### src/rtl/core/tga_rle_pixel_decoder_macros.svh
// Assertion helpers shared by the decoder RTL.
`ifndef TGA_RLE_PIXEL_DECODER_MACROS_SVH
`define TGA_RLE_PIXEL_DECODER_MACROS_SVH

// Same-cycle implication, checked outside reset.
`define TGA_ASSERT_SAME(label, clk, rst_n, ante, cons) \
    label: assert property (@(posedge clk) disable iff (!rst_n) (ante) |-> (cons)) \
        else $error("decoder assertion failed");

// Next-cycle implication, checked outside reset.
`define TGA_ASSERT_NEXT(label, clk, rst_n, ante, cons) \
    label: assert property (@(posedge clk) disable iff (!rst_n) (ante) |=> (cons)) \
        else $error("decoder assertion failed");

`endif

### src/rtl/core/tga_pkg.sv
`timescale 1ns / 1ps
`default_nettype none

package tga_pkg;

    typedef struct packed {
        logic [7:0] data_byte;
        logic       file_start;
    } in_beat_t;

    typedef struct packed {
        logic [1:0]  kind;
        logic [7:0]  red;
        logic [7:0]  green;
        logic [7:0]  blue;
        logic [7:0]  alpha;
        logic [7:0]  repeat_count;
        logic [31:0] pixel_index;
        logic [15:0] image_width;
        logic [15:0] image_height;
        logic        end_of_image;
    } out_beat_t;

    typedef enum logic [4:0] {
        PH_HEADER = 5'b00001,
        PH_PACKET = 5'b00010,
        PH_PIXEL  = 5'b00100,
        PH_DONE   = 5'b01000,
        PH_REJECT = 5'b10000
    } phase_t;

    localparam logic [1:0] KIND_PIXEL     = 2'd0;
    localparam logic [1:0] KIND_HEADER_OK = 2'd1;
    localparam logic [1:0] KIND_BAD_DEPTH = 2'd2;
    localparam logic [1:0] KIND_BAD_TYPE  = 2'd3;

    localparam logic [4:0] HDR_POS_TYPE     = 5'd2;
    localparam logic [4:0] HDR_POS_WIDTH_LO = 5'd12;
    localparam logic [4:0] HDR_POS_WIDTH_HI = 5'd13;
    localparam logic [4:0] HDR_POS_HEIGHT_LO = 5'd14;
    localparam logic [4:0] HDR_POS_HEIGHT_HI = 5'd15;
    localparam logic [4:0] HDR_POS_DEPTH    = 5'd16;
    localparam logic [4:0] HDR_POS_LAST     = 5'd17;

    localparam logic [7:0]  TYPE_RAW = 8'd2;
    localparam logic [7:0]  TYPE_RLE = 8'd10;
    localparam logic [23:0] DEPTH_24 = 24'd24;
    localparam logic [23:0] DEPTH_32 = 24'd32;
    localparam logic [7:0]  RUN_FLAG = 8'd128;
    localparam logic [7:0]  RUN_BIAS = 8'd127;
    localparam logic [7:0]  ALPHA_OPAQUE = 8'd255;

endpackage

`default_nettype wire

### src/rtl/core/tga_rle_pixel_decoder.sv
`timescale 1ns / 1ps
`default_nettype none
`include "tga_rle_pixel_decoder_macros.svh"

// Channel | Handshake           | Payload                      | Beat
// input   | in_valid/in_ready   | tga_pkg::in_beat_t in_data   | one file byte
// output  | out_valid/out_ready | tga_pkg::out_beat_t out_data | one header or pixel result
//
// One byte is taken per cycle while in_ready is high; each byte gives at most one result.
// A byte's result is loaded at the edge that accepts it, into the output or skid register.
// A skid register behind the output holds one more result while the output waits, so
// in_ready drops only when both are full and rises again after the edge that drains one.
// Reset (rst_n low, asynchronous) returns the parser to the header and empties the output.
// file_start on a byte restarts the parser at that byte.

module tga_rle_pixel_decoder (
    input  wire logic               clk,
    input  wire logic               rst_n,
    input  wire logic               in_valid,
    output logic                    in_ready,
    input  wire tga_pkg::in_beat_t  in_data,
    output logic                    out_valid,
    input  wire logic               out_ready,
    output tga_pkg::out_beat_t      out_data
);

    tga_pkg::phase_t    phase_reg, phase_next;
    logic [4:0]         hpos_reg, hpos_next;
    logic [7:0]         img_kind_reg, img_kind_next;
    logic [15:0]        width_reg, width_next;
    logic [15:0]        height_reg, height_next;
    logic               four_bpp_reg, four_bpp_next;
    logic [7:0]         remain_reg, remain_next;
    logic               is_run_reg, is_run_next;
    logic [1:0]         bpos_reg, bpos_next;
    logic [23:0]        held_reg, held_next;
    logic [31:0]        done_reg, done_next;
    logic [31:0]        total_reg, total_next;

    tga_pkg::phase_t    cur_phase;
    logic [4:0]         cur_hpos;
    logic [7:0]         cur_img_kind;
    logic [15:0]        cur_width;
    logic [15:0]        cur_height;
    logic               cur_four_bpp;
    logic [7:0]         cur_remain;
    logic               cur_is_run;
    logic [1:0]         cur_bpos;
    logic [23:0]        cur_held;
    logic [31:0]        cur_done;
    logic [31:0]        cur_total;

    logic [7:0]         b;
    logic [1:0]         last_pos;
    logic [31:0]        left;
    logic [31:0]        rep;
    logic [31:0]        product;
    logic               has_result;
    tga_pkg::out_beat_t result;

    logic               out_valid_reg;
    tga_pkg::out_beat_t out_reg;
    logic               skid_valid_reg;
    tga_pkg::out_beat_t skid_reg;
    logic               in_fire;
    logic               out_fire;

    assign in_ready  = !skid_valid_reg;
    assign out_valid = out_valid_reg;
    assign out_data  = out_reg;
    assign in_fire   = in_valid && in_ready;
    assign out_fire  = out_valid_reg && out_ready;

    assign b        = in_data.data_byte;
    assign last_pos = cur_four_bpp ? 2'd3 : 2'd2;
    assign left     = cur_total - cur_done;
    assign product  = 32'(cur_width) * 32'(cur_height);

    always_comb
    begin
        if (in_data.file_start)
        begin
            cur_phase    = tga_pkg::PH_HEADER;
            cur_hpos     = '0;
            cur_img_kind = '0;
            cur_width    = '0;
            cur_height   = '0;
            cur_four_bpp = 1'b0;
            cur_remain   = '0;
            cur_is_run   = 1'b0;
            cur_bpos     = '0;
            cur_held     = '0;
            cur_done     = '0;
            cur_total    = '0;
        end
        else
        begin
            cur_phase    = phase_reg;
            cur_hpos     = hpos_reg;
            cur_img_kind = img_kind_reg;
            cur_width    = width_reg;
            cur_height   = height_reg;
            cur_four_bpp = four_bpp_reg;
            cur_remain   = remain_reg;
            cur_is_run   = is_run_reg;
            cur_bpos     = bpos_reg;
            cur_held     = held_reg;
            cur_done     = done_reg;
            cur_total    = total_reg;
        end
    end

    always_comb
    begin
        phase_next    = cur_phase;
        hpos_next     = cur_hpos;
        img_kind_next = cur_img_kind;
        width_next    = cur_width;
        height_next   = cur_height;
        four_bpp_next = cur_four_bpp;
        remain_next   = cur_remain;
        is_run_next   = cur_is_run;
        bpos_next     = cur_bpos;
        held_next     = cur_held;
        done_next     = cur_done;
        total_next    = cur_total;
        has_result    = 1'b0;
        result        = '0;
        rep           = 32'd1;

        unique case (cur_phase)
            tga_pkg::PH_HEADER:
            begin
                unique case (cur_hpos)
                    tga_pkg::HDR_POS_TYPE:      img_kind_next = b;
                    tga_pkg::HDR_POS_WIDTH_LO:  width_next[7:0] = b;
                    tga_pkg::HDR_POS_WIDTH_HI:  width_next[15:8] = b;
                    tga_pkg::HDR_POS_HEIGHT_LO: height_next[7:0] = b;
                    tga_pkg::HDR_POS_HEIGHT_HI: height_next[15:8] = b;
                    tga_pkg::HDR_POS_DEPTH:     held_next = {16'd0, b};
                    default:                    ;
                endcase
                if (cur_hpos != tga_pkg::HDR_POS_LAST)
                begin
                    hpos_next = cur_hpos + 5'd1;
                end
                else
                begin
                    hpos_next           = '0;
                    has_result          = 1'b1;
                    result.image_width  = cur_width;
                    result.image_height = cur_height;
                    if (cur_held != tga_pkg::DEPTH_24 && cur_held != tga_pkg::DEPTH_32)
                    begin
                        result.kind = tga_pkg::KIND_BAD_DEPTH;
                        phase_next  = tga_pkg::PH_REJECT;
                    end
                    else if (cur_img_kind != tga_pkg::TYPE_RAW
                             && cur_img_kind != tga_pkg::TYPE_RLE)
                    begin
                        result.kind = tga_pkg::KIND_BAD_TYPE;
                        phase_next  = tga_pkg::PH_REJECT;
                    end
                    else
                    begin
                        four_bpp_next = (cur_held == tga_pkg::DEPTH_32);
                        total_next    = product;
                        done_next     = '0;
                        result.kind   = tga_pkg::KIND_HEADER_OK;
                        if (cur_width == 16'd0 || cur_height == 16'd0)
                        begin
                            result.end_of_image = 1'b1;
                            phase_next          = tga_pkg::PH_DONE;
                        end
                        else if (cur_img_kind == tga_pkg::TYPE_RLE)
                        begin
                            phase_next = tga_pkg::PH_PACKET;
                        end
                        else
                        begin
                            phase_next = tga_pkg::PH_PIXEL;
                        end
                    end
                    held_next = '0;
                    bpos_next = '0;
                end
            end

            tga_pkg::PH_PACKET:
            begin
                if (b < tga_pkg::RUN_FLAG)
                begin
                    is_run_next = 1'b0;
                    remain_next = b + 8'd1;
                end
                else
                begin
                    is_run_next = 1'b1;
                    remain_next = b - tga_pkg::RUN_BIAS;
                end
                bpos_next  = '0;
                held_next  = '0;
                phase_next = tga_pkg::PH_PIXEL;
            end

            tga_pkg::PH_PIXEL:
            begin
                if (cur_bpos < last_pos)
                begin
                    unique case (cur_bpos)
                        2'd0:    held_next = cur_held | {16'd0, b};
                        2'd1:    held_next = cur_held | {8'd0, b, 8'd0};
                        default: held_next = cur_held | {b, 16'd0};
                    endcase
                    bpos_next = cur_bpos + 2'd1;
                end
                else
                begin
                    if (cur_img_kind == tga_pkg::TYPE_RLE && cur_is_run)
                    begin
                        rep         = ({24'd0, cur_remain} > left) ? left
                                                                   : {24'd0, cur_remain};
                        remain_next = '0;
                    end
                    else
                    begin
                        rep = 32'd1;
                        if (cur_img_kind == tga_pkg::TYPE_RLE && cur_remain != 8'd0)
                        begin
                            remain_next = cur_remain - 8'd1;
                        end
                    end
                    has_result          = 1'b1;
                    result.kind         = tga_pkg::KIND_PIXEL;
                    result.red          = cur_four_bpp ? cur_held[23:16] : b;
                    result.green        = cur_held[15:8];
                    result.blue         = cur_held[7:0];
                    result.alpha        = cur_four_bpp ? b : tga_pkg::ALPHA_OPAQUE;
                    result.repeat_count = rep[7:0];
                    result.pixel_index  = cur_done;
                    done_next           = cur_done + rep;
                    bpos_next           = '0;
                    held_next           = '0;
                    // The repeat never passes the pixels left, so equality marks the end.
                    if (rep == left)
                    begin
                        result.end_of_image = 1'b1;
                        phase_next          = tga_pkg::PH_DONE;
                    end
                    else if (cur_img_kind == tga_pkg::TYPE_RLE && remain_next == 8'd0)
                    begin
                        phase_next = tga_pkg::PH_PACKET;
                    end
                    else
                    begin
                        phase_next = tga_pkg::PH_PIXEL;
                    end
                end
            end

            tga_pkg::PH_DONE,
            tga_pkg::PH_REJECT:
            begin
            end

            default:
            begin
                phase_next = tga_pkg::PH_HEADER;
            end
        endcase
    end

    always_ff @(posedge clk or negedge rst_n)
    begin
        if (!rst_n)
        begin
            phase_reg    <= tga_pkg::PH_HEADER;
            hpos_reg     <= '0;
            img_kind_reg <= '0;
            width_reg    <= '0;
            height_reg   <= '0;
            four_bpp_reg <= 1'b0;
            remain_reg   <= '0;
            is_run_reg   <= 1'b0;
            bpos_reg     <= '0;
            held_reg     <= '0;
            done_reg     <= '0;
            total_reg    <= '0;
        end
        else if (in_fire)
        begin
            phase_reg    <= phase_next;
            hpos_reg     <= hpos_next;
            img_kind_reg <= img_kind_next;
            width_reg    <= width_next;
            height_reg   <= height_next;
            four_bpp_reg <= four_bpp_next;
            remain_reg   <= remain_next;
            is_run_reg   <= is_run_next;
            bpos_reg     <= bpos_next;
            held_reg     <= held_next;
            done_reg     <= done_next;
            total_reg    <= total_next;
        end
    end

    always_ff @(posedge clk or negedge rst_n)
    begin
        if (!rst_n)
        begin
            out_valid_reg  <= 1'b0;
            skid_valid_reg <= 1'b0;
        end
        else if (skid_valid_reg)
        begin
            if (out_fire)
            begin
                skid_valid_reg <= 1'b0;
            end
        end
        else if (in_fire && has_result)
        begin
            if (out_valid_reg && !out_ready)
            begin
                skid_valid_reg <= 1'b1;
            end
            else
            begin
                out_valid_reg <= 1'b1;
            end
        end
        else if (out_fire)
        begin
            out_valid_reg <= 1'b0;
        end
    end

    always_ff @(posedge clk)
    begin
        if (skid_valid_reg)
        begin
            if (out_fire)
            begin
                out_reg <= skid_reg;
            end
        end
        else if (in_fire && has_result)
        begin
            if (out_valid_reg && !out_ready)
            begin
                skid_reg <= result;
            end
            else
            begin
                out_reg <= result;
            end
        end
    end

    `TGA_ASSERT_SAME(a_skid_behind_out, clk, rst_n, skid_valid_reg, out_valid_reg)

    `TGA_ASSERT_SAME(a_pixel_rep_nonzero, clk, rst_n,
        out_valid_reg && out_reg.kind == tga_pkg::KIND_PIXEL, out_reg.repeat_count != 8'd0)

    `TGA_ASSERT_SAME(a_done_below_total, clk, rst_n,
        phase_reg == tga_pkg::PH_PIXEL || phase_reg == tga_pkg::PH_PACKET, done_reg < total_reg)

    `TGA_ASSERT_SAME(a_end_kind, clk, rst_n, out_valid_reg && out_reg.end_of_image,
        out_reg.kind == tga_pkg::KIND_PIXEL || out_reg.kind == tga_pkg::KIND_HEADER_OK)

    `TGA_ASSERT_NEXT(a_stall_holds_beat, clk, rst_n, out_valid_reg && !out_ready,
        out_valid_reg && $stable(out_reg))

endmodule

`default_nettype wire
### config.mk
export PLATFORM = sky130hd
export DESIGN_NAME = tga_rle_pixel_decoder
export DESIGN_NICKNAME = d
export VERILOG_FILES = /design/src/rtl/core/tga_pkg.sv /design/src/rtl/core/tga_rle_pixel_decoder.sv
export VERILOG_INCLUDE_DIRS = /design/src /design/src/rtl/core
export SDC_FILE = /design/constraint.sdc
export NUM_CORES = 2
export LEC_CHECK = 0
export BUFFER_PORTS_ARGS = -buffer_cell sky130_fd_sc_hd__buf_4
export CAP_MARGIN = 20
export CORE_MARGIN = 4
export CORE_UTILIZATION = 51
export DETAILED_ROUTE_END_ITERATION = 6
export PLACE_DENSITY = 0.69
export REMOVE_ABC_BUFFERS = 1
export SLEW_MARGIN = 20
export SYNTH_ARGS = -nofsm -noshare
export SYNTH_HDL_FRONTEND = slang
export SYNTH_SLANG_ARGS = --single-unit
export TNS_END_PERCENT = 10
### constraint.sdc
create_clock -name clk -period 10 [get_ports clk]
set_input_delay 0 -clock clk [delete_from_list [all_inputs] [get_ports clk]]
set_output_delay 0 -clock clk [all_outputs]
set_load 0.005 [all_outputs]
==> reports/results.tsv <==
metric	value	unit
rsz0062_at_grt	false	
post-cts-setup-buffer-count	0	
slowest_delay	0.55	ns
fin_util	57.7	%
route.vias.total	22470	
ioPinCount	122	
viasPerCell	5.92	
clk_pin_slew	0.06	ns
antenna_cells	0	
start_kind	flip-flop	
powerDensity	102	mW/mm²
ant_nets	0	
gr-usage-met3	2.91	%
synth_ff_type	edfxtp_1	
slowest_stage	nand3_1	
clock_sinks	366	
antenna_found_initial	0	
wl_per_cell	20.6	µm
final_cell_area	0.0320	mm²
root_buffer	clkbuf_16	
grt-ovfl-total	0	
drv_cap	0	
clk_latency	0.58	ns
ys_types	108	
vdd_ir_drop_max	0.0000980	V
wl	78300	µm
firstDrtPassIters	6	
portBuffers	121	
clock_path_buffers	3	
synth_edf_count	214	
grt_max_degree	128	
grtUsageTotal	25.6	%
die_height	246	µm
num_rows	86	
fillers	4906	
timing.hold.ws	0.0508	ns
hp-class	in -> reg	
tns	0	ns
ys_ff_latch	366	
finalSetupViolations	0	
cts_resized	0	
cts_tree	done	
end_kind	flip-flop	
required	10.43	ns
detailed_place_hpwl	57600	µm
avgSynthCellArea	9.80	µm²
seq_area_frac_synth	35.5	%
drtIter0Drc	1746	
synth_top_area_cell	edfxtp_1	
crit_type	reg -> reg	
gp_congestion	0.964	
synthMostInstantiatedCell	nand2_1	
hold_viol	0	
hold_buffers	12	
grt_first_pass_wirelength	124000	µm
start_util	52.0	%
synth_async_sr_flop_share	41.5	%
die_w	246	µm
use_met2	43.8	%
yosys.area.top_type_share	22.3	%
slew_headroom	27.8	%
postSynthCellCount	2944	
skew	0.0163	ns
cts_buffers	40	
synthTopCellsByArea	edfxtp_1 22%, fa_1 14%, dfrtp_1 13%, ha_1 7.7%, nand2_1 4.6%	
tightest_slew	1.08	ns
yosys_warnings	0	
dpl_cell_area	0.0305	mm²
path_common_cell	o21ai_0	
route.detailed.drc	0	
maxSlewViolCount	0	
synth_common_cells	355 x nand2_1, 312 x inv_1, 214 x edfxtp_1	
drive_above_1_share	11.6	%
top_usage_layer	met2	
min_period	8.17	ns
fmax	0.122	GHz
area_growth	11.0	%
fin_crit_sh	81.7	%
outcome	complete, no violations	
final_nets	3404	
mappedNetlistArea	0.0289	mm²
worst_ep_arrival_time	8.60	ns
cp_max_fo	17	
gr-usage-met1	35.0	%
die-area	0.0605	mm²
core_area	0.0555	mm²
grt_pass1_vias	22440	
leakage	0.0147	µW
htreeDepth	2	
final timing paths:
path | to | cells after the start | startpoint | slack, ns
worst max-delay path | done_reg[24] | 28 | done_reg[1] | 1.83
worst min-delay path | skid_reg[39] | 2 | in_data[0] | 0.05
worst max register to register | done_reg[24] | 28 | done_reg[1] | 1.83
worst min register to register | total_reg[18] | 2 | total_reg[18] | 0.47
max in group asynchronous | skid_valid_reg | 3 | rst_n | 8.63
min in group asynchronous | done_reg[25] | 2 | rst_n | 0.10
metrics by stage:
stage	instances	total power [µW]	setup WS [ns]
6_report	3798	3280	1.83
5_1_grt	3798	3380	1.37
4_1_cts	3798	3300	2.07
3_5_place_dp	3712	1740	1.99
3_3_place_gp	3712	1740	2.21
2_1_floorplan	2806	1680	0.899
cell type report:
class                      instances  area (µm²)  area share (%)
clock buffer                      50        1110            3.47
clock inverter                    24         294           0.918
multi-input combinational       2127       17000            52.9
inverter                         313        1170            3.67
sequential                       366       10200            32.0
timing repair buffer             170        1330            4.14
tap                              748         936            2.92
cell families after synthesis:
group / Yosys count / share of synthesized area (%)
xor gates and xnor gates: 91 / 2.76
and+or+nand+nor: 977 / 17.0
DFF: 366 / 35.5
muxes: 81 / 3.12
adders and majority gates: 375 / 21.3
buffers and inverters: 473 / 6.28
other: 1 / 0.0130
AOI/OAI and AO/OA: 580 / 14.1
critical path: cells and delay by family, from the launching register on:
| family | cells | cell delay (ns) |
|---|---|---|
| AO/OA/AOI/OAI | 14 | 3.33 |
| XOR/XNOR | 1 | 0.17 |
| adder cells (fa/ha/maj) | 3 | 1.10 |
| buffers and inverters | 1 | 0.16 |
| flip-flops | 1 | 0.37 |
| AND/OR/NAND/NOR | 9 | 2.89 |
cells in the final DEF, fill, tap and decap left out, types with 10 or more instances in the layout:
master,count
nand2_1,354
inv_1,312
edfxtp_1,214
fa_1,196
ha_1,177
buf_4,155
dfrtp_1,150
nor2_1,148
and2_1,148
o21ai_0,114
a21oi_1,108
a22o_1,85
nor2b_1,71
mux2_2,70
xnor2_1,58
and3_1,51
o31ai_1,49
clkbuf_16,41
a21o_1,36
nor3_1,33
xor2_1,33
nand3_1,31
nand2b_1,23
conb_1,23
nor4_1,22
a31oi_1,22
nand4_1,21
o211ai_1,16
o22ai_1,13
o21bai_1,13
o21ai_1,12
or3_1,12
dlygate4sd3_1,12
or2_2,11
a211oi_1,10
mux2i_1,10
metal layers:
layer	up-vias	part of all wire [%]	wire, µm
met4	0	2.4	1860
li1	10274	-	-
met3	137	6.1	4760
met5	-	0	0
met1	11271	42	33000
met2	788	49	38700
power breakdown:
group	switching [µW]	total, µW	internal (µW)
clock network	657	1560	905
logic	88.7	121	32.6
registers	5.60	1600	1590
No activity file was read; power rests on OpenSTA's default activity.
